<file path="config.mk">
export PLATFORM = sky130hd
export DESIGN_NAME = i2c_master_transaction_sequencer
export DESIGN_NICKNAME = d
export VERILOG_FILES = /design/src/i2cseq_pkg.sv /design/src/i2cseq_fsm.sv /design/src/i2c_master_transaction_sequencer.sv
export SDC_FILE = /design/constraint.sdc
export NUM_CORES = 1
export LEC_CHECK = 0
export BUFFER_PORTS_ARGS = -buffer_cell sky130_fd_sc_hd__buf_2
export CAP_MARGIN = 20
export CORE_ASPECT_RATIO = 2
export CORE_MARGIN = 3
export CORE_UTILIZATION = 35
export DETAILED_ROUTE_END_ITERATION = 12
export GPL_TIMING_DRIVEN = 0
export PLACE_DENSITY = 0.56
export SETUP_SLACK_MARGIN = 0.5
export SLEW_MARGIN = 20
export SYNTH_ARGS = -nofsm -noshare
export SYNTH_HDL_FRONTEND = slang
export SYNTH_HIERARCHICAL = 1
export SYNTH_SLANG_ARGS = --single-unit
</file>
<file path="constraint.sdc">
create_clock -name clk_i -period 2.6 [get_ports clk_i]
set_clock_uncertainty 0.2 [all_clocks]
set_input_delay 0.78 -clock clk_i [delete_from_list [all_inputs] [get_ports clk_i]]
set_output_delay 0.78 -clock clk_i [all_outputs]
set_load 0.05 [all_outputs]
</file>
<file path="src/i2cseq_pkg.sv">
// Package for the I2C master transaction sequencer.
// Holds status codes, action codes, phase codes and the item and result structs.
// No dependencies.
`timescale 1ns / 1ps
`default_nettype none

package i2cseq_pkg;

  // Command codes
  localparam logic [1:0] CMD_BEGIN_RD = 2'd0;
  localparam logic [1:0] CMD_BEGIN_WR = 2'd1;
  localparam logic [1:0] CMD_WR_BYTE  = 2'd2;
  localparam logic [1:0] CMD_STATUS   = 2'd3;

  // Byte engine status codes
  localparam logic [7:0] ST_STARTED    = 8'h08;
  localparam logic [7:0] ST_REPSTART   = 8'h10;
  localparam logic [7:0] ST_ADDRACK_W  = 8'h18;
  localparam logic [7:0] ST_DATAACK_W  = 8'h28;
  localparam logic [7:0] ST_DATANACK_W = 8'h30;
  localparam logic [7:0] ST_ADDRACK_R  = 8'h40;
  localparam logic [7:0] ST_DATAACK_R  = 8'h50;
  localparam logic [7:0] ST_DATANACK_R = 8'h58;

  // Direction bit appended to the slave address
  localparam logic RW_WRITE = 1'b0;
  localparam logic RW_READ  = 1'b1;

  // Engine actions
  localparam logic [2:0] ACT_NONE  = 3'd0;
  localparam logic [2:0] ACT_START = 3'd1;
  localparam logic [2:0] ACT_SEND  = 3'd2;
  localparam logic [2:0] ACT_RDACK = 3'd3;
  localparam logic [2:0] ACT_RDNAK = 3'd4;
  localparam logic [2:0] ACT_STOP  = 3'd5;

  // Configuration register indexes
  localparam logic CFG_SLAVE_ADDR = 1'b0;
  localparam logic CFG_ENABLED    = 1'b1;

  // Sequencer phases
  localparam logic [3:0] PH_IDLE      = 4'd0;
  localparam logic [3:0] PH_R_START   = 4'd1;
  localparam logic [3:0] PH_R_ADDRW   = 4'd2;
  localparam logic [3:0] PH_R_REG     = 4'd3;
  localparam logic [3:0] PH_R_RESTART = 4'd4;
  localparam logic [3:0] PH_R_ADDRR   = 4'd5;
  localparam logic [3:0] PH_R_DATA    = 4'd6;
  localparam logic [3:0] PH_W_START   = 4'd7;
  localparam logic [3:0] PH_W_ADDR    = 4'd8;
  localparam logic [3:0] PH_W_NEED    = 4'd9;
  localparam logic [3:0] PH_W_DATA    = 4'd10;

  typedef struct packed {
    logic [1:0] cmd;
    logic [7:0] length;
    logic [7:0] sub_addr;
    logic [7:0] data_byte;
    logic [7:0] status;
    logic [7:0] rx_byte;
  } item_t;

  typedef struct packed {
    logic [2:0] action;
    logic [7:0] tx_byte;
    logic       rx_valid;
    logic [7:0] rx_data;
    logic       need_data;
    logic       done_res;
    logic [7:0] byte_count;
  } result_t;

  typedef struct packed {
    logic [6:0] slave_address;
    logic       enabled;
  } cfg_t;

endpackage : i2cseq_pkg

`default_nettype wire

</file>
<file path="src/i2cseq_fsm.sv">
// Transaction state machine: phase and counters, one step per transaction.
// Depends on i2cseq_pkg.
`timescale 1ns / 1ps
`default_nettype none

module i2cseq_fsm
  import i2cseq_pkg::*;
(
  input  wire logic    clk_i,
  input  wire logic    rst_ni,
  input  wire logic    step_i,
  input  wire item_t   item_i,
  input  wire cfg_t    cfg_i,
  output result_t      res_o
);

  logic [3:0] phase_q, phase_d;
  logic [7:0] remaining_q, remaining_d;
  logic [7:0] transferred_q, transferred_d;
  logic [7:0] sub_addr_q, sub_addr_d;

  logic [7:0] rem_dec;
  logic [7:0] xfer_inc;
  logic [7:0] addr_w;
  logic [7:0] addr_r;

  assign rem_dec  = remaining_q - 8'd1;
  assign xfer_inc = transferred_q + 8'd1;
  assign addr_w   = {cfg_i.slave_address, RW_WRITE};
  assign addr_r   = {cfg_i.slave_address, RW_READ};

  always_comb begin
    phase_d       = phase_q;
    remaining_d   = remaining_q;
    transferred_d = transferred_q;
    sub_addr_d    = sub_addr_q;
    res_o         = '0;

    if (item_i.cmd == CMD_BEGIN_RD || item_i.cmd == CMD_BEGIN_WR) begin
      if (phase_q == PH_IDLE) begin
        if (!cfg_i.enabled) begin
          res_o.done_res = 1'b1;
        end else begin
          remaining_d   = item_i.length;
          transferred_d = '0;
          res_o.action  = ACT_START;
          if (item_i.cmd == CMD_BEGIN_RD) begin
            sub_addr_d = item_i.sub_addr;
            phase_d    = PH_R_START;
          end else begin
            phase_d    = PH_W_START;
          end
        end
      end
    end else if (item_i.cmd == CMD_WR_BYTE) begin
      if (phase_q == PH_W_NEED) begin
        res_o.action  = ACT_SEND;
        res_o.tx_byte = item_i.data_byte;
        phase_d       = PH_W_DATA;
      end
    end else begin
      unique case (phase_q)
        PH_R_START, PH_W_START: begin
          if (item_i.status == ST_STARTED) begin
            res_o.action  = ACT_SEND;
            res_o.tx_byte = addr_w;
            phase_d       = (phase_q == PH_R_START) ? PH_R_ADDRW : PH_W_ADDR;
          end else begin
            res_o.action = ACT_STOP;
            res_o.done_res = 1'b1;
            phase_d = PH_IDLE;
          end
        end
        PH_R_ADDRW: begin
          if (item_i.status == ST_ADDRACK_W) begin
            res_o.action  = ACT_SEND;
            res_o.tx_byte = sub_addr_q;
            phase_d       = PH_R_REG;
          end else begin
            res_o.action = ACT_STOP;
            res_o.done_res = 1'b1;
            phase_d = PH_IDLE;
          end
        end
        PH_R_REG: begin
          if (item_i.status == ST_DATAACK_W) begin
            res_o.action = ACT_START;
            phase_d      = PH_R_RESTART;
          end else begin
            res_o.action = ACT_STOP;
            res_o.done_res = 1'b1;
            phase_d = PH_IDLE;
          end
        end
        PH_R_RESTART: begin
          if (item_i.status == ST_REPSTART) begin
            res_o.action  = ACT_SEND;
            res_o.tx_byte = addr_r;
            phase_d       = PH_R_ADDRR;
          end else begin
            res_o.action = ACT_STOP;
            res_o.done_res = 1'b1;
            phase_d = PH_IDLE;
          end
        end
        PH_R_ADDRR: begin
          if (item_i.status == ST_ADDRACK_R && remaining_q != '0) begin
            res_o.action = (remaining_q == 8'd1) ? ACT_RDNAK : ACT_RDACK;
            phase_d      = PH_R_DATA;
          end else begin
            res_o.action = ACT_STOP;
            res_o.done_res = 1'b1;
            phase_d = PH_IDLE;
          end
        end
        PH_R_DATA: begin
          if (item_i.status == ST_DATAACK_R || item_i.status == ST_DATANACK_R) begin
            res_o.rx_valid = 1'b1;
            res_o.rx_data  = item_i.rx_byte;
            transferred_d  = xfer_inc;
            remaining_d    = rem_dec;
            if (item_i.status == ST_DATANACK_R || rem_dec == '0) begin
              res_o.action     = ACT_STOP;
              res_o.done_res   = 1'b1;
              res_o.byte_count = xfer_inc;
              phase_d          = PH_IDLE;
            end else begin
              res_o.action = (rem_dec == 8'd1) ? ACT_RDNAK : ACT_RDACK;
            end
          end else begin
            res_o.action     = ACT_STOP;
            res_o.done_res   = 1'b1;
            res_o.byte_count = transferred_q;
            phase_d          = PH_IDLE;
          end
        end
        PH_W_ADDR: begin
          if (item_i.status == ST_ADDRACK_W && remaining_q != '0) begin
            res_o.need_data = 1'b1;
            phase_d         = PH_W_NEED;
          end else begin
            res_o.action = ACT_STOP;
            res_o.done_res = 1'b1;
            phase_d = PH_IDLE;
          end
        end
        PH_W_DATA: begin
          if (item_i.status == ST_DATAACK_W) begin
            transferred_d = xfer_inc;
            remaining_d   = rem_dec;
            if (rem_dec == '0) begin
              res_o.action     = ACT_STOP;
              res_o.done_res   = 1'b1;
              res_o.byte_count = xfer_inc;
              phase_d          = PH_IDLE;
            end else begin
              res_o.need_data = 1'b1;
              phase_d         = PH_W_NEED;
            end
          end else if (item_i.status == ST_DATANACK_W) begin
            transferred_d    = xfer_inc;
            res_o.action     = ACT_STOP;
            res_o.done_res   = 1'b1;
            res_o.byte_count = xfer_inc;
            phase_d          = PH_IDLE;
          end else begin
            res_o.action     = ACT_STOP;
            res_o.done_res   = 1'b1;
            res_o.byte_count = transferred_q;
            phase_d          = PH_IDLE;
          end
        end
        default: begin
          // idle and waiting for a write byte: status is ignored
        end
      endcase
    end
  end

  always_ff @(posedge clk_i or negedge rst_ni) begin
    if (!rst_ni) begin
      phase_q       <= PH_IDLE;
      remaining_q   <= '0;
      transferred_q <= '0;
      sub_addr_q    <= '0;
    end else if (step_i) begin
      phase_q       <= phase_d;
      remaining_q   <= remaining_d;
      transferred_q <= transferred_d;
      sub_addr_q    <= sub_addr_d;
    end
  end

endmodule : i2cseq_fsm

`default_nettype wire

</file>
<file path="src/i2c_master_transaction_sequencer.sv">
// A transaction moves from the input register to the result register (out_valid_o) when that
// is empty or draining. Throughput: one transaction per cycle unless out_ready_i stalls; the input
// and result registers form a two-stage pipeline; the state machine steps as one leaves stage one.
// Reset (rst_ni, async, active low) clears phase, counters, config and both valid flags.
// Top level; depends on i2cseq_pkg and i2cseq_fsm.
`timescale 1ns / 1ps
`default_nettype none

module i2c_master_transaction_sequencer
  import i2cseq_pkg::*;
(
  input  wire logic       clk_i,
  input  wire logic       rst_ni,
  // configuration writes
  input  wire logic       cfg_we_i,
  input  wire logic       cfg_idx_i,
  input  wire logic [6:0] cfg_data_i,
  // input transactions
  input  wire logic       in_valid_i,
  output logic            in_ready_o,
  input  wire logic [1:0] cmd_i,
  input  wire logic [7:0] length_i,
  input  wire logic [7:0] sub_addr_i,
  input  wire logic [7:0] data_byte_i,
  input  wire logic [7:0] status_i,
  input  wire logic [7:0] rx_byte_i,
  // result transactions
  output logic            out_valid_o,
  input  wire logic       out_ready_i,
  output logic [2:0]      action_o,
  output logic [7:0]      tx_byte_o,
  output logic            rx_valid_o,
  output logic [7:0]      rx_data_o,
  output logic            need_data_o,
  output logic            done_res_o,
  output logic [7:0]      byte_count_o
);

  // Configuration registers; the user must write them only while the block is idle (not enforced).
  cfg_t cfg_q;

  always_ff @(posedge clk_i or negedge rst_ni) begin
    if (!rst_ni) begin
      cfg_q <= '0;
    end else if (cfg_we_i) begin
      unique case (cfg_idx_i)
        CFG_SLAVE_ADDR: cfg_q.slave_address <= cfg_data_i;
        CFG_ENABLED:    cfg_q.enabled       <= cfg_data_i[0];
        default: begin
        end
      endcase
    end
  end

  // Stage one: input register.
  logic  s1_valid_q;
  item_t s1_item_q;
  logic  s1_adv;
  logic  in_fire;

  // Stage two: result register.
  logic    out_valid_q;
  result_t out_res_q;
  result_t step_res;

  // Stage one moves on when the result register is empty or being drained.
  assign s1_adv     = s1_valid_q && (!out_valid_q || out_ready_i);
  assign in_ready_o = !s1_valid_q || s1_adv;
  assign in_fire    = in_valid_i && in_ready_o;

  always_ff @(posedge clk_i or negedge rst_ni) begin
    if (!rst_ni) begin
      s1_valid_q <= 1'b0;
    end else if (in_ready_o) begin
      s1_valid_q <= in_valid_i;
    end
  end

  always_ff @(posedge clk_i) begin
    if (in_fire) begin
      s1_item_q <= '{cmd: cmd_i, length: length_i, sub_addr: sub_addr_i,
                     data_byte: data_byte_i, status: status_i, rx_byte: rx_byte_i};
    end
  end

  // The state machine steps exactly when a transaction crosses into the result register,
  // so the next transaction in stage one always sees the updated phase.
  i2cseq_fsm u_fsm (
    .clk_i  (clk_i),
    .rst_ni (rst_ni),
    .step_i (s1_adv),
    .item_i (s1_item_q),
    .cfg_i  (cfg_q),
    .res_o  (step_res)
  );

  always_ff @(posedge clk_i or negedge rst_ni) begin
    if (!rst_ni) begin
      out_valid_q <= 1'b0;
    end else if (s1_adv) begin
      out_valid_q <= 1'b1;
    end else if (out_ready_i) begin
      out_valid_q <= 1'b0;
    end
  end

  always_ff @(posedge clk_i) begin
    if (s1_adv) begin
      out_res_q <= step_res;
    end
  end

  assign out_valid_o  = out_valid_q;
  assign action_o     = out_res_q.action;
  assign tx_byte_o    = out_res_q.tx_byte;
  assign rx_valid_o   = out_res_q.rx_valid;
  assign rx_data_o    = out_res_q.rx_data;
  assign need_data_o  = out_res_q.need_data;
  assign done_res_o   = out_res_q.done_res;
  assign byte_count_o = out_res_q.byte_count;

  // An empty result register never blocks the input side.
  a_ready_when_empty: assert property (@(posedge clk_i) disable iff (!rst_ni)
    !out_valid_o |-> in_ready_o)
    else $error("input stalled with empty result register");

  // A finish without a stop (disabled begin) never reports bytes.
  a_disabled_count: assert property (@(posedge clk_i) disable iff (!rst_ni)
    out_valid_o && done_res_o && action_o == ACT_NONE |-> byte_count_o == 8'd0)
    else $error("nonzero count without stop");

  // A received byte comes with the next read or with the stop.
  a_rx_action: assert property (@(posedge clk_i) disable iff (!rst_ni)
    out_valid_o && rx_valid_o |->
      (action_o == ACT_RDACK || action_o == ACT_RDNAK || action_o == ACT_STOP))
    else $error("received byte with unexpected action");

  // A byte request stands alone: no action and no finish.
  a_need_alone: assert property (@(posedge clk_i) disable iff (!rst_ni)
    out_valid_o && need_data_o |-> action_o == ACT_NONE && !done_res_o)
    else $error("byte request mixed with action or finish");

  // tx_byte is only driven with a send.
  a_tx_only_send: assert property (@(posedge clk_i) disable iff (!rst_ni)
    out_valid_o && action_o != ACT_SEND |-> tx_byte_o == 8'd0)
    else $error("tx_byte set without send");

endmodule : i2c_master_transaction_sequencer

`default_nettype wire
</file>
# Word level (Yosys, flattened, before mapping)
# Index checks and enable logic that the tools add are counted.
word_totals:
  ff_bits: 110
  latchBits: 0
  ram_bits: 0
  romBits: 0
  out_inout_bits: 32
  n_memories: 0
classes:
  add_sub_neg: 2
  multipliers: 0
  n_div: 0
  n_lt_le_gt_ge: 0
  n_eq_ne: 30
  shift: 0
  n_mux: 79
  bitwise: 3
  n_reduce_logical: 28
ops:
  columns: ["op", "n"]
  rows:
  - ["$mux W8", 17]
  - ["$mux W3", 18]
  - ["$mux W9", 6]
  - ["$mux W4", 12]
  - ["$pmux W8 S2", 3]
  - ["$pmux W4 S8", 1]
  - ["$eq A8 B7 Y1 const B", 3]
  - ["$pmux W3 S8", 1]
  - ["$pmux W8 S3", 1]
  - ["$eq A4 B3 Y1 const B", 4]
  - ["$eq A8 B1 Y1 const B", 2]
  - ["$eq A8 B5 Y1 const B", 2]
  - ["$eq A8 B6 Y1 const B", 2]
  - ["$mux W1", 15]
  - ["$reduce_and A7 Y1", 2]
  - ["$eq A4 B4 Y1 const B", 3]
  - ["$mux W11", 1]
  - ["$mux W10", 1]
  - ["$reduce_bool A10 Y1", 1]
  - ["$add A8 B1 Y8 const B", 1]
  - ["$eq A4 B2 Y1 const B", 2]
  - ["$eq A8 B4 Y1 const B", 1]
  - ["$logic_not A8 Y1", 1]
  - ["$pmux W1 S8", 1]
  - ["27 further kinds", 41]

# Logic depth before layout (Yosys ltp)
# Gate-level depths: netlist (run 1).
logic_depth:
  word_depth: 8
  mapped_depth: 9
  ltp_nobuf: 8

# By module
# Netlist (run 1), hierarchy kept.
by_module_without_submodules:
  columns: ["module", "instances", "cells_per_inst", "area_each_um2", "seq_area_each_um2"]
  rows:
  - ["i2cseq_fsm", 1, 349, 2782.7, 700.7]
  - ["i2c_master_transaction_sequencer", 1, 99, 2596.2, 2412.3]

# Worst setup path before layout (run 1)
# No wires, ideal clock.
synth_timing:
  kind: "in2reg"
  startpoint: "input out_ready_i"
  endpoint: "register s1_item_q[0] (netlist bit) (enable)"
  setup_ps: 403
  t_arrival_ps: 2334
  slack_ps: -338
  path_stages: 2
  path_buffers: 0
  path_cell_list: "nand3b_1 > and2_1"
synth_between:
  elab_chain_cells: 4
synth_rtl:
  columns: ["element", "line", "rtl"]
  rows:
  - ["start: declaration", "i2c_master_transaction_sequencer.sv:29", "input wire logic out_ready_i,"]
  - ["$logic_or A1 B1 Y1", "i2c_master_transaction_sequencer.sv:67", "assign s1_adv = s1_valid_q && (!out_valid_q || out_ready_i);"]
  - ["$logic_and A1 B1 Y1", "i2c_master_transaction_sequencer.sv:67", null]
  - ["$logic_or A1 B1 Y1", "i2c_master_transaction_sequencer.sv:68", "assign in_ready_o = !s1_valid_q || s1_adv;"]
  - ["$logic_and A1 B1 Y1", "i2c_master_transaction_sequencer.sv:69", "assign in_fire = in_valid_i && in_ready_o;"]
  - ["named net in_fire", "i2c_master_transaction_sequencer.sv:59", "logic in_fire;"]
  - ["end signal: assignment", "i2c_master_transaction_sequencer.sv:81", "s1_item_q <= '{cmd: cmd_i, length: length_i, sub_addr: sub_addr_i,"]
  - ["end: declaration", "i2c_master_transaction_sequencer.sv:57", "item_t s1_item_q;"]
# The timed path passes the listed nets, and every way through them passes these cells.
# A chain may end at the register's enable or synchronous reset.

# Worst setup path in the final report (run 1)
layout_timing:
  startpoint: "register u_fsm.phase_q[3]"
  endpoint: "register u_fsm.transferred_q[5]"
layout_between:
  elab_chain_cells: 4
  elab_cells_between_ends: 11
layout_rtl:
  columns: ["element", "line", "rtl"]
  rows:
  - ["start: declaration", "i2cseq_fsm.sv:17", "logic [3:0] phase_q, phase_d;"]
  - ["start signal: assignment", "i2cseq_fsm.sv:187", "phase_q <= phase_d;"]
  - ["$eq A4 B4 Y1 or $eq A4 B3 Y1 (tied branches)", "i2cseq_fsm.sv:62", "unique case (phase_q)"]
  - ["$pmux W8 S2", "i2cseq_fsm.sv:62", null]
  - ["$mux W8", "i2cseq_fsm.sv:55", "end else if (item_i.cmd == CMD_WR_BYTE) begin"]
  - ["$mux W8", "i2cseq_fsm.sv:39", "if (item_i.cmd == CMD_BEGIN_RD || item_i.cmd == CMD_BEGIN_WR) begin"]
  - ["end signal: assignment", "i2cseq_fsm.sv:189", "transferred_q <= transferred_d;"]
  - ["end: declaration", "i2cseq_fsm.sv:19", "logic [7:0] transferred_q, transferred_d;"]
# Several ways; a longest one is shown, not always the timed one. The select of a mux whose other input is x is not followed.

==> flow_metrics.tcl, run 1 <==
set metrics [dict create \
    outcome "completed" \
    syn_nets 507 \
    power.total_mw 5.83 \
    antenna_cells 0 \
    r2r_cells 8 \
    synth_ff_type "edfxtp_1" \
    place_ws_ps -225 \
    syn_area_um2 5380 \
    grt_max_degree 43 \
    end_kind "register" \
    setup_violations 0 \
    via_per_inst 5.45 \
    ant_nets 0 \
    cp.arrival_ps 2550 \
    layout.nets 641 \
    period_minus_slack_ps 2510 \
    cts_tree "done" \
    syn_avg_cell_area_um2 12.0 \
    htree_levels 3 \
    fp-row-count 63 \
    grt.overflow.total 0 \
    synth_top_area_share_pct 40.2 \
    whs_path_depth 1 \
    clock_sinks 110 \
    dp_hpwl_um 10100 \
    critPathTopFamily "simple AND/OR/NAND/NOR gates" \
    die_h_um 181 \
    required_ps 2640 \
    clk_latency_ps 360 \
    worst_slack_ps 89.6 \
    timing.final.crit_share_pct 96.6 \
    async_flop_share_pct 34.5 \
    synth-seq-area-share_pct 57.9 \
    cap_violations 0 \
    design_area_um2 7210 \
    critical_path.max_fanout 6 \
    syn2layout_area_growth_pct 34.1 \
    ios 87 \
    synth_area_leaders "edfxtp_1, dfrtp_1, o21ai_0" \
    holdBufCountCts 0 \
    root_buffer "clkbuf_16" \
    start_util_pct 35.9 \
    grt_pass1_wl_um 22900 \
    grt_setup_unrepaired "true" \
    layout-drive-gt1-share_pct 45.7 \
    multi_input_area_um2 2650 \
    die_x_um 93.7 \
    start_kind "register" \
    worst_pin_slew_ps 972 \
    layout_common_cells "buf_2, edfxtp_1, dfrtp_1, buf_4, nand2_1" \
    seq_area_um2 3120 \
    leakagePower_nw 2.69 \
    crit_type "reg -> reg" \
    clk_pin_slew_worst_paths_ps 80 \
    cp_slowest_stage_delay_ps 560 \
    cts_buffers 9 \
    ir_drop_mv 0.466 \
    synth_cell_types 72 \
    io_buffers 86 \
    setup-tns-final_ps 0 \
    ys_warn_count 6 \
    grt_usage_pct 17.5 \
    ys_ff_latch 110 \
    synth-edff-count 72 \
    cp.buffers_inverters 2 \
    gp_congestion 0.918 \
    antenna_found_initial 0 \
    dr.first_iter.drc_count 250 \
    syn_inst 448 \
    power_density_nw_per_um2 809 \
    slew-limit-headroom_pct 35.2 \
    synth_area_leader_cell "edfxtp_1" \
    wl_per_cell_um 18.5 \
    max_freq_ghz 0.398 \
    cpMaxStageDelayCell "or4_4" \
    grt_pass1_vias 4536 \
    dpl_cell_area_um2 6170 \
    die_area_um2 17000 \
    mostFrequentLayoutCell "buf_2" \
    first_pass_iters 4 \
    drt_wl_total_um 14500 \
    cts_buffer_depth 2 \
    hp-class "reg -> reg" \
    finalMaxSlewViolations 0 \
    cp_cell_sequence "clkbuf_8 > or4_4 > nor3b_4 > buf_4 > o21ai_4 > nand2b_4 > o211ai_1 > o31ai_1" \
    core_um2 15000 \
    cp.depth 8 \
    num-fill-cells 1356 \
    timing.hold.ws_ps 280 \
    vias 4259 \
    drc 0 \
    finalHoldViolations 0 \
]
==> power breakdown <==
| group | total [mW] | leakage, nW | switching [mW] | internal, mW |
|---|---|---|---|---|
| Clock | 1.26 | 0.131 | 0.608 | 0.657 |
| Sequential | 2.38 | 1.18 | 0.250 | 2.13 |
| Combinational | 2.18 | 1.38 | 1.25 | 0.937 |
==> metrics by stage <==
stage	cells	utilization [%]
final	782	48.1
after global routing	782	48.1
after CTS	775	46.5
after detailed placement	729	41.2
after global placement	729	41.2
after floorplan	448	-
==> area by class of cell <==
class,instances,share of cell area [%]
Buffer,19,1.86
Timing Repair Buffer,123,10.5
Tap cell,195,3.38
Clock buffer,12,3.28
Multi-Input combinational cell,310,36.8
Sequential cell,110,43.2
Inverter,9,0.503
Clock inverter,4,0.434
==> final timing paths <==
path                                              start                                  to  slack (ps)
hold reg to reg                 s1_item_q[28]$_DFFE_PP_     u_fsm/sub_addr_q[4]$_DFFE_PN0P_         280
setup reg to reg           u_fsm/phase_q[3]$_DFFE_PN0P_  u_fsm/transferred_q[5]$_DFFE_PN0P_          90
min in group asynchronous                        rst_ni  u_fsm/transferred_q[4]$_DFFE_PN0P_         380
hold / removal                  s1_item_q[28]$_DFFE_PP_     u_fsm/sub_addr_q[4]$_DFFE_PN0P_         280
max in group asynchronous                        rst_ni    u_fsm/remaining_q[0]$_DFFE_PN0P_        1150
setup / recovery           u_fsm/phase_q[3]$_DFFE_PN0P_  u_fsm/transferred_q[5]$_DFFE_PN0P_          90
==> state kept, by name, indices dropped and copies added (netlist names) <==
register             flops
u_fsm/remaining_q        8
u_fsm/sub_addr_q         8
u_fsm/transferred_q      8
byte_count_o             8
done_res_o               1
rx_valid_o               1
cfg_q                    8
need_data_o              1
s1_valid_q               1
out_valid_o              1
rx_data_o                8
action_o                 3
s1_item_q               42
u_fsm/phase_q            4
tx_byte_o                8
==> cells by family after synthesis <==
group	after synthesis	share of synthesized area [%]
flip-flops	110	57.9
adder cells (fa/ha/maj)	4	0.930
AO/OA/AOI/OAI	127	16.8
AND/OR/NAND/NOR	152	16.0
buffers and inverters	28	2.51
XOR/XNOR	2	0.326
multiplexers	25	5.61
==> timing repair <==
action	4_1_cts	5_1_grt
hold endpoints to repair	0	0
endpoints found under the setup margin	59	59
buffers inserted	29	7
pin swaps	20	10
gates resized for setup	62	52
cloned	1	0
==> synth_stat cells (2+ instances only) <==
cell type,number
a211oi_1,7
a21o_1,3
a21oi_1,14
a21oi_2,8
a221oi_1,2
a22oi_1,8
a31oi_1,7
a32oi_1,2
and2_1,12
and3_1,4
and4_1,3
buf_2,6
buf_6,3
clkbuf_1,10
dfrtp_1,38
edfxtp_1,72
ha_1,4
inv_1,9
mux2_1,4
mux2_2,9
mux2_4,7
mux2i_1,5
nand2_1,33
nand2b_1,11
nand3_1,16
nand4_1,8
nor2_1,27
nor2b_1,4
nor3_1,5
nor4_1,6
o2111ai_1,5
o211ai_1,11
o21ai_0,26
o21ai_1,2
o22ai_1,3
o31ai_1,12
o32ai_1,2
or2_1,2
or2_2,3
or4_1,3
==> routing by layer <==
| layer | vias up | wire, um | GRT usage (%) |
|---|---|---|---|
| li1 | 2004 | - | - |
| met1 | 2081 | 5070 | 17.5 |
| met2 | 132 | 8320 | 32.5 |
| met3 | 42 | 526 | 3.17 |
| met4 | 0 | 569 | 10.1 |
| met5 | - | 0 | 0 |
Power figures use the tool's default switching activity.
==> run 2: changes to the inputs <==
--- a/config.mk
+++ b/config.mk
@@ -5,6 +5,7 @@
 export SDC_FILE = /design/constraint.sdc
 export NUM_CORES = 1
 export LEC_CHECK = 0
+export ABC_AREA = 1
 export BUFFER_PORTS_ARGS = -buffer_cell sky130_fd_sc_hd__buf_2
 export CAP_MARGIN = 20
 export CORE_ASPECT_RATIO = 2
==> flow_metrics.tcl, run 2 <==
set metrics [dict create \
    worst_slack_ps 362 \
    start_util_pct 36.1 \
    power_density_nw_per_um2 846 \
    cap_violations 0 \
    timing.final.crit_share_pct 86.1 \
    antenna_found_initial 0 \
    critical_path.max_fanout 6 \
    clk_latency_ps 350 \
    cts_buffer_depth 2 \
    grt_usage_pct 16.8 \
    mostFrequentLayoutCell "nand2_1" \
    required_ps 2500 \
    drc 0 \
    syn_avg_cell_area_um2 9.25 \
    largest_reg_flops 42 \
    finalHoldViolations 0 \
    synth_top_family_by_area "simple AND/OR/NAND/NOR gates" \
    ys_warn_count 6 \
    drt_wl_total_um 14200 \
    largest-register "s1_item_q" \
    grt_pass1_vias 4534 \
    place_ws_ps -655 \
    fp-row-count 63 \
    synth_cell_types 42 \
    io_buffers 85 \
    root_buffer "clkbuf_16" \
    start_kind "register" \
    synth_ff_type "edfxtp_1" \
    utilization_pct 48.2 \
    via_per_inst 4.85 \
    die_x_um 94.1 \
    setup_violations 0 \
    ys_ff_latch 110 \
    power.total_mw 6.14 \
    cp.arrival_ps 2140 \
    muxShareOfSynthArea_pct 1.45 \
    design_area_um2 7260 \
    syn_inst 588 \
    cts_buffers 9 \
    synth_area_leaders "edfxtp_1, dfrtp_1, nand2_1" \
    end_kind "register" \
    clk_pin_slew_worst_paths_ps 70 \
    yosysMostFrequentCell "nand2_1" \
    grt.overflow.total 0 \
    outcome "completed" \
    crit_type "reg -> reg" \
    synth-compound-area-share_pct 8.51 \
    ir_drop_mv 0.350 \
    clock_sinks 110 \
    wl_per_cell_um 15.2 \
    first_pass_iters 4 \
    leakagePower_nw 3.28 \
    instances_no_fill 931 \
    num-fill-cells 1429 \
    synth-simple-area-share_pct 23.9 \
    synth-seq-area-share_pct 57.2 \
    gp_congestion 0.858 \
    syn_area_um2 5440 \
    dpl.cell_count 868 \
    die_h_um 182 \
    syn2layout_area_growth_pct 33.5 \
    slew-limit-headroom_pct 39.4 \
    layout-drive-gt1-share_pct 37.1 \
    worst_pin_slew_ps 908 \
    synth_area_leader_cell "edfxtp_1" \
    synth_fa_ha_area_share_pct 0.920 \
    dr.first_iter.drc_count 163 \
    hp-class "reg -> reg" \
    async_flop_share_pct 34.5 \
    ios 87 \
    core_um2 15100 \
    period_minus_slack_ps 2240 \
    netlist_top_cells_count "nand2_1, inv_1, edfxtp_1, nor2_1, nand3_1" \
    dpl_cell_area_um2 6160 \
    grt_max_degree 39 \
    ant_nets 0 \
    antenna_cells 0 \
    layout_common_cells "nand2_1, buf_2, edfxtp_1, inv_1, buf_4" \
    layout.nets 790 \
    max_freq_ghz 0.447 \
    dp_hpwl_um 10100 \
    die_area_um2 17200 \
    synth_top_area_share_pct 39.8 \
    synth-edff-count 72 \
    vias 4518 \
    finalMaxSlewViolations 0 \
    cts_tree "done" \
    synth_xor_xnor_area_share_pct 1.13 \
    grt_setup_unrepaired "true" \
    syn_nets 647 \
    grt_pass1_wl_um 22200 \
    htree_levels 3 \
]
## run 2: changes by cell type in the layout (fill, tap and decap cells not counted), sizes merged, moves of 12 or more
cell / previous run / this run
nand2b: 12 / 0
o21ai: 29 / 42
nand3: 17 / 44
inv: 10 / 83
nand2: 34 / 174
nor2: 28 / 60
and2: 12 / 0
mux2: 20 / 7
## run 2: layout make-up
class,instances,area [um^2],share of cell area (%)
timing repair inverter,2,15.0,0.207
timing repair buffer,128,816,11.2
sequential,110,3120,42.9
buffer,8,62.6,0.862
clock buffer,11,243,3.34
inverter,83,340,4.69
multi-input combinational,389,2330,32.2
clock inverter,5,88.8,1.22
tap,195,244,3.36
## run 2: worst max-delay path, stage by stage (launching register included)
cell and delay [ps]:
dfrtp_1 420, buf_6 150, nor2_4 110, nand2_4 80
o21ai_1 120, nand2_1 110, nor2_4 140, nand3_4 150
buf_4 170, nand2_2 60, nor2_1 50, o21ai_2 160
nand2_1 70
## run 2: timing repair
item,in CTS,in global routing
endpoints found under the setup margin,100,59
cloned,3,2
gates resized for setup,63,46
pin swaps,21,27
hold buffers,0,0
buffers inserted,22,20
## run 2: kinds of logic (layout without fill, tap and decap cells)
group | count (synthesis) | count (layout)
DFF | 110 | 110
AOI/OAI and AO/OA | 76 | 78
muxes | 7 | 7
xor gates and xnor gates | 7 | 7
and+or+nand+nor | 293 | 293
buffers and inverters | 91 | 237
adders and majority gates | 4 | 4
## run 2: path summary, 6_finish.rpt
check | startpoint | endpoint | slack (ps) | cells after the start
min | cfg_q[7]$_DFFE_PN0P_ | cfg_q[7]$_DFFE_PN0P_ | 280 | 2
max reg2reg | u_fsm/remaining_q[1]$_DFFE_PN0P_ | action_o[1]$_DFFE_PP_ | 360 | 12
min reg2reg | cfg_q[7]$_DFFE_PN0P_ | cfg_q[7]$_DFFE_PN0P_ | 280 | 2
min in group asynchronous | rst_ni | u_fsm/remaining_q[4]$_DFFE_PN0P_ | 360 | 1
max | u_fsm/remaining_q[1]$_DFFE_PN0P_ | action_o[1]$_DFFE_PP_ | 360 | 12
max in group asynchronous | rst_ni | out_valid_o$_DFFE_PN0P_ | 1220 | 1
## run 2: layer usage
| layer | wire length, um | track usage, % | up-vias |
|---|---|---|---|
| li1 | - | - | 2234 |
| met1 | 5240 | 18.4 | 2138 |
| met2 | 7800 | 30.0 | 113 |
| met3 | 495 | 2.35 | 33 |
| met4 | 635 | 9.95 | 0 |
| met5 | 0 | 0 | - |
## run 2: report_power, final
group	internal (mW)	switching [mW]	total, mW
logic	0.833	1.40	2.23
registers	2.16	0.245	2.41
clock network	0.883	0.621	1.50
total	3.88	2.26	6.14
## run 2: per-stage QoR
stage	hold slack, ps	TNS (ps)
CTS	285	0
finish	276	0
floorplan	242	-15.2
global placement	266	-15010
detailed placement	267	-20680
global route	308	0
==> run 3: changes to the inputs <==
==> constraint.sdc (replaced) <==
create_clock -name clk_i -period 2.6 [get_ports clk_i]
set_clock_uncertainty 0.2 [all_clocks]
set_input_delay 0.78 -clock clk_i [delete_from_list [all_inputs] [get_ports clk_i]]
set_output_delay 0.78 -clock clk_i [all_outputs]
set_load 0.1 [all_outputs]
==> flow_metrics.tcl, run 3 (synthesis gave the netlist of run 2 again) <==
set metrics [dict create \
    dpl_cell_area_um2 6140 \
    instances_no_fill 931 \
    wl_per_cell_um 15.8 \
    required_ps 1620 \
    dp_hpwl_um 9920 \
    outcome "completed" \
    utilization_pct 48.9 \
    io_buffers 85 \
    reg2reg_setup_slack_ps 390 \
    ant_nets 0 \
    antenna_cells 0 \
    root_buffer "clkbuf_16" \
    clk_latency_ps 350 \
    worst_slack_ps 329 \
    core_um2 15100 \
    clk_pin_slew_worst_paths_ps 80 \
    holdBufCountCts 0 \
    finalHoldViolations 0 \
    hp-class "reg -> reg" \
    antenna_found_initial 0 \
    largest-register "s1_item_q" \
    setup_violations 0 \
    htree_levels 3 \
    first_pass_iters 6 \
    timing.final.crit_share_pct 87.3 \
    leakagePower_nw 3.26 \
    layout_common_cells "nand2_1, edfxtp_1, inv_1, buf_2, buf_4" \
    vias 4563 \
    ios 87 \
    period_minus_slack_ps 2270 \
    drc 0 \
    ir_drop_mv 0.446 \
    grt.overflow.total 0 \
    cts_tree "done" \
    r2r_cells 11 \
    setup-tns-final_ps 0 \
    timing.hold.ws_ps 278 \
    die_x_um 94.1 \
    slew-limit-headroom_pct 38.0 \
    worst_pin_slew_ps 930 \
    die_area_um2 17200 \
    cp.arrival_ps 1290 \
    hp-start "cfg_q[6]$_DFFE_PN0P_" \
    clock_sinks 110 \
    r2r_end "action_o[0]$_DFFE_PP_" \
    grt_usage_pct 17.4 \
    place_ws_ps -729 \
    grt_pass1_wl_um 22800 \
    dr.first_iter.drc_count 186 \
    cts_buffers 9 \
    die_h_um 182 \
    whs_path_depth 2 \
    dpl.cell_count 868 \
    end_kind "output port" \
    grt_pass1_vias 4649 \
    drt_wl_total_um 14700 \
    crit_type "in -> out" \
    design_area_um2 7360 \
    cts_buffer_depth 2 \
    mostFrequentLayoutCell "nand2_1" \
    grt_max_degree 39 \
    layout-drive-gt1-share_pct 39.4 \
    min_to "cfg_q[6]$_DFFE_PN0P_" \
    grt_setup_unrepaired "true" \
    cap_violations 0 \
    start_kind "primary input" \
    largest_reg_flops 42 \
    critical_path.max_fanout 3 \
    start_util_pct 36.1 \
    rr_startpoint "u_fsm/remaining_q[1]$_DFFE_PN0P_" \
    max_freq_ghz 0.440 \
    fp-row-count 63 \
    layout.nets 790 \
    power_density_nw_per_um2 855 \
    syn2layout_area_growth_pct 35.4 \
    via_per_inst 4.90 \
    finalMaxSlewViolations 0 \
    power.total_mw 6.29 \
    gp_congestion 0.914 \
]
==> run 3: how the worst max path moves through the flow <==
stage                            from                          endpoint  slack [ps]  cells past startpoint
after floorplan           out_ready_i  u_fsm/remaining_q[7]$_DFFE_PN0P_         -80                     10
after global placement    out_ready_i  u_fsm/remaining_q[7]$_DFFE_PN0P_        -620                     11
after detailed placement  out_ready_i  u_fsm/remaining_q[7]$_DFFE_PN0P_        -730                     11
after CTS                 out_ready_i                        in_ready_o         300                      4
after global routing      out_ready_i  u_fsm/remaining_q[4]$_DFFE_PN0P_         290                     12
final                     out_ready_i                        in_ready_o         330                      4
==> run 3: area by class of cell <==
cell class	instances	area [um^2]
clock buffers	9	225
multi-input cells	389	2390
fillers	1373	7690
flip-flops and latches	110	3120
clock inverters	7	75.1
repair inverters	1	7.51
inverters	83	337
well taps	195	244
plain buffers	8	63.8
repair buffers	129	903
==> run 3: per-layer routing <==
| metal | GRT usage (%) | vias up | part of all wire, % |
|---|---|---|---|
| met5 | 0 | - | 0 |
| met4 | 7.23 | 0 | 2.8 |
| met3 | 2.43 | 26 | 3.6 |
| met2 | 34.5 | 135 | 59 |
| met1 | 17.2 | 2176 | 35 |
| li1 | - | 2226 | - |
==> run 3: repair_timing <==
| action | CTS | global route |
|---|---|---|
| pin swaps | 32 | 26 |
| gates resized for setup | 89 | 66 |
| buffers inserted | 28 | 15 |
| endpoints found under the setup margin | 140 | 67 |
| gates cloned | 4 | 0 |
==> run 3: worst max-delay path: stages <==
cell and delay, ps:
buf_6 80, clkinvlp_4 120, nand3_4 130, buf_12 180
==> run 3: report_power, final <==
part	internal (mW)	total (mW)	switching [mW]
Combinational	0.923	2.53	1.60
Sequential	2.17	2.41	0.244
Clock	0.681	1.36	0.678
